File: src/hw/rtl/btbp_ram.sv
// ----------------------------------------------------------------------------
// btbp_ram
// Generic single-write, single-read synchronous RAM with registered read.
// ----------------------------------------------------------------------------
`default_nettype none

module btbp_ram #(
    parameter int unsigned WIDTH = 8,
    parameter int unsigned DEPTH = 32,
    parameter int unsigned AW    = (DEPTH > 1) ? $clog2(DEPTH) : 1
) (
    input  wire logic             clk,
    input  wire logic             wr_en,
    input  wire logic [AW-1:0]    wr_addr,
    input  wire logic [WIDTH-1:0] wr_data,
    input  wire logic             rd_en,
    input  wire logic [AW-1:0]    rd_addr,
    output logic      [WIDTH-1:0] rd_data
);

    logic [WIDTH-1:0] mem [DEPTH];

    always_ff @(posedge clk)
    begin
        if (wr_en)
        begin
            mem[wr_addr] <= wr_data;
        end
        if (rd_en)
        begin
            rd_data <= mem[rd_addr];
        end
    end

endmodule

`default_nettype wire

File: config.mk
export PLATFORM = sky130hd
export DESIGN_NAME = btbp_ram
export DESIGN_NICKNAME = d
export VERILOG_FILES = /design/src/hw/rtl/btbp_ram.sv
export SDC_FILE = /design/constraint.sdc
export NUM_CORES = 1
export LEC_CHECK = 0
export BUFFER_PORTS_ARGS = -buffer_cell sky130_fd_sc_hd__clkbuf_2
export CAP_MARGIN = 20
export CORE_MARGIN = 2
export CORE_UTILIZATION = 45
export DETAILED_ROUTE_END_ITERATION = 12
export GPL_ROUTABILITY_DRIVEN = 1
export PLACE_DENSITY = 0.65
export SLEW_MARGIN = 20
export SYNTH_ARGS = -nofsm -noshare
export SYNTH_HDL_FRONTEND = slang
export SYNTH_SLANG_ARGS = --single-unit
File: constraint.sdc
create_clock -name clk -period 2.75 [get_ports clk]
set_input_delay 0.55 -clock clk [delete_from_list [all_inputs] [get_ports clk]]
set_output_delay 0.55 -clock clk [all_outputs]
set_load 0.01 [all_outputs]
==> flow_summary.ini <==
[status]
outcome = finished clean

[synth]
muxShareOfSynthArea_pct = 18.67
ys_seq_area_share_pct = 78.23
synth_ff_type = edfxtp_1
synth.area.top_cells = edfxtp_1, mux4_2, nor2_1, mux2_2, buf_4
synth_seq_cells = 264
synthSimpleGateAreaFrac_pct = 2.050
synthAdderAreaFrac_pct = 0
syn_avg_cell_area_um2 = 24.30
synth_xor_xnor_area_share_pct = 0
yosysWarnings = 0
synth_top_area_share_pct = 78.23
yosys.area.top_type = edfxtp_1
syn_area_um2 = 10130
synth-edff-count = 264
synthCells = 417
synth_commonest_cells = edfxtp_1, mux4_2, nor2_1
synth_most_common_cell = edfxtp_1
postSynth.asyncResetShare_pct = 0
synth_compound_area_share_pct = 0
synth_fp_nets = 438
synth_top_family_by_area = multiplexers
synth.distinct_cells = 14

[sta]
tightestPinTransition_ns = 0.7628
tns_ns = 0
slew_headroom_pct = 48.96
finalHoldViolCount = 0
rsz0062_at_grt = false
finClkSkew_ns = 0.005417
finalSetupViolations = 0
max_freq_mhz = 480.5
fin_crit_ns = 2.081
whs_ns = 0.4661
worst_slack_ns = 0.6686
maxSlewViolCount = 0
fin_crit_sh_pct = 75.69

[final_layout]
n_fill_cell = 1623
fin_cells = 789
final_nets = 513
final_core_util_pct = 53.39
regArea_um2 = 7928
multi_input_area_um2 = 2100
insertedDiodeCount = 0
drive_gt1_share_pct = 38.11
area_growth_pct = 15.69

[floorplan]
rows = 54
core_um2 = 21960
start_util_pct = 46.15
die_w_um = 154.1
pin_count = 29
die_area_um2 = 23730
die_h_um = 154.1

[clock_tree]
post_cts_buffers = 0
cts_sinks = 264
clk_latency_ns = 0.51
clk_pin_slew_ns = 0.06
cts_tree = yes
cts.htree.levels = 1
clockBufferDepth = 3
ctsResizeCount = 0
cts_root_buf = clkbuf_16
cts_hold_buf = 0
cts_buffers = 25

[run]
cap_viol_max_count = 0

[critical_path]
r2r_cells = 3
crit_start = rd_addr[0]
crit_type = input port to register
r2r_end = rd_data[7]$_DFFE_PP_
rr_startpoint = mem[14][7]$_DFFE_PP_
arrival_ns = 2.34
required_ns = 3.01
rrSetupSlack_ns = 0.79
start_kind = input port
endpoint_kind = register
crit_fanout = 20

[global_route]
grt-ovfl-total = 0
grt_pass1_wl_mm = 31.53
grt_start_max_net_pins = 41
gr-usage-all-layers_pct = 18.22
antenna_found_initial = 0
grt_pass1_vias = 4820

[routing]
drt-total-wl_mm = 20.87
vias = 4607
drt_iter0_drc = 455
drc = 0
detail-route-antenna-nets = 0
vias_per_cell = 5.839
firstDrtPassIters = 7
routedWlPerCell_um = 26.46

[place]
pre_cts_ws_ns = 0.1476
dp_hpwl_mm = 12.96
io_buffers = 28
placed_cells = 745
gp_congestion = 0.7647

[power_and_ir_drop]
ir_drop_v = 0.0003465
power.density_nw_per_um2 = 721.1
power_leakage_nw = 3.737

[worst_hold_path]
worstHoldPathCells = 1
min_from = rd_en
min_to = rd_data[3]$_DFFE_PP_
hold_path_class = input port to register
## registers in the layout, summed over array words and instances, names as in the netlist
| register | cells |
|---|---|
| mem | 256 |
| rd_data | 8 |
## stage by stage
| step | power [mW] | area [um^2] |
|---|---|---|
| floorplan | 4.831 | 10130 |
| detailed placement | 5.035 | 10880 |
| global route | 8.717 | 11720 |
| global placement | 5.021 | 10880 |
| CTS | 8.536 | 11720 |
| finish | 8.454 | 11720 |
## per-layer routing
metal / up-vias / GRT usage (%) / share of wire [%]
li1: 1938 / - / -
met4: 0 / 4.361 / 1.7
met1: 2486 / 27.71 / 44
met3: 24 / 2.170 / 6.1
met5: - / 0 / 0
met2: 159 / 28.72 / 48
## critical path, cell delays in order
cell    delay (ns)
buf_4         0.16
buf_12        0.21
mux4_2        0.57
mux4_2        0.53
mux2_2        0.30
## power breakdown
part | leakage, nW | switching (mW) | internal, mW
Clock | 0.408 | 1.39 | 2.13
Combinational | 0.945 | 0.240 | 0.193
Sequential | 2.38 | 0.0161 | 4.49
## cell usage in the layout (no fill, tap or decap)
cell / Yosys / final
edfxtp_1: 264 / 264
mux4_2: 80 / 80
buf_4: 6 / 36
nor2_1: 33 / 33
clkbuf_2: 0 / 27
clkbuf_16: 0 / 25
mux2_2: 8 / 8
clkinv_1: 0 / 6
nand3b_1: 5 / 5
bufinv_16: 0 / 5
buf_12: 0 / 5
or3b_2: 3 / 3
clkbuf_1: 6 / 3
clkinv_2: 0 / 3
nand3_1: 2 / 2
nand2_1: 1 / 1
or3_1: 1 / 1
clkinvlp_4: 0 / 1
clkinv_4: 0 / 1
## area by class of cell
cell class | instances | area share (%)
repair buffers | 68 | 4.312
multi-input cells | 133 | 17.91
well taps | 280 | 2.988
flip-flops and latches | 264 | 67.62
clock buffers | 28 | 5.432
clock inverters | 16 | 1.740
## logic make-up after synthesis
logic type,after synthesis
and+or+nand+nor,45
DFF,264
buffers and inverters,20
muxes,88
## how the worst max path moves through the flow
stage	slack, ns	depth (start not counted)	endpoint
2_1_floorplan	0.26	5	rd_data[0]$_DFFE_PP_
4_1_cts	0.68	5	rd_data[1]$_DFFE_PP_
5_1_grt	0.66	5	rd_data[1]$_DFFE_PP_
3_3_place_gp	0.14	5	rd_data[4]$_DFFE_PP_
6_report	0.67	5	rd_data[1]$_DFFE_PP_
3_5_place_dp	0.15	5	rd_data[1]$_DFFE_PP_
Power figures use the tool's default switching activity.
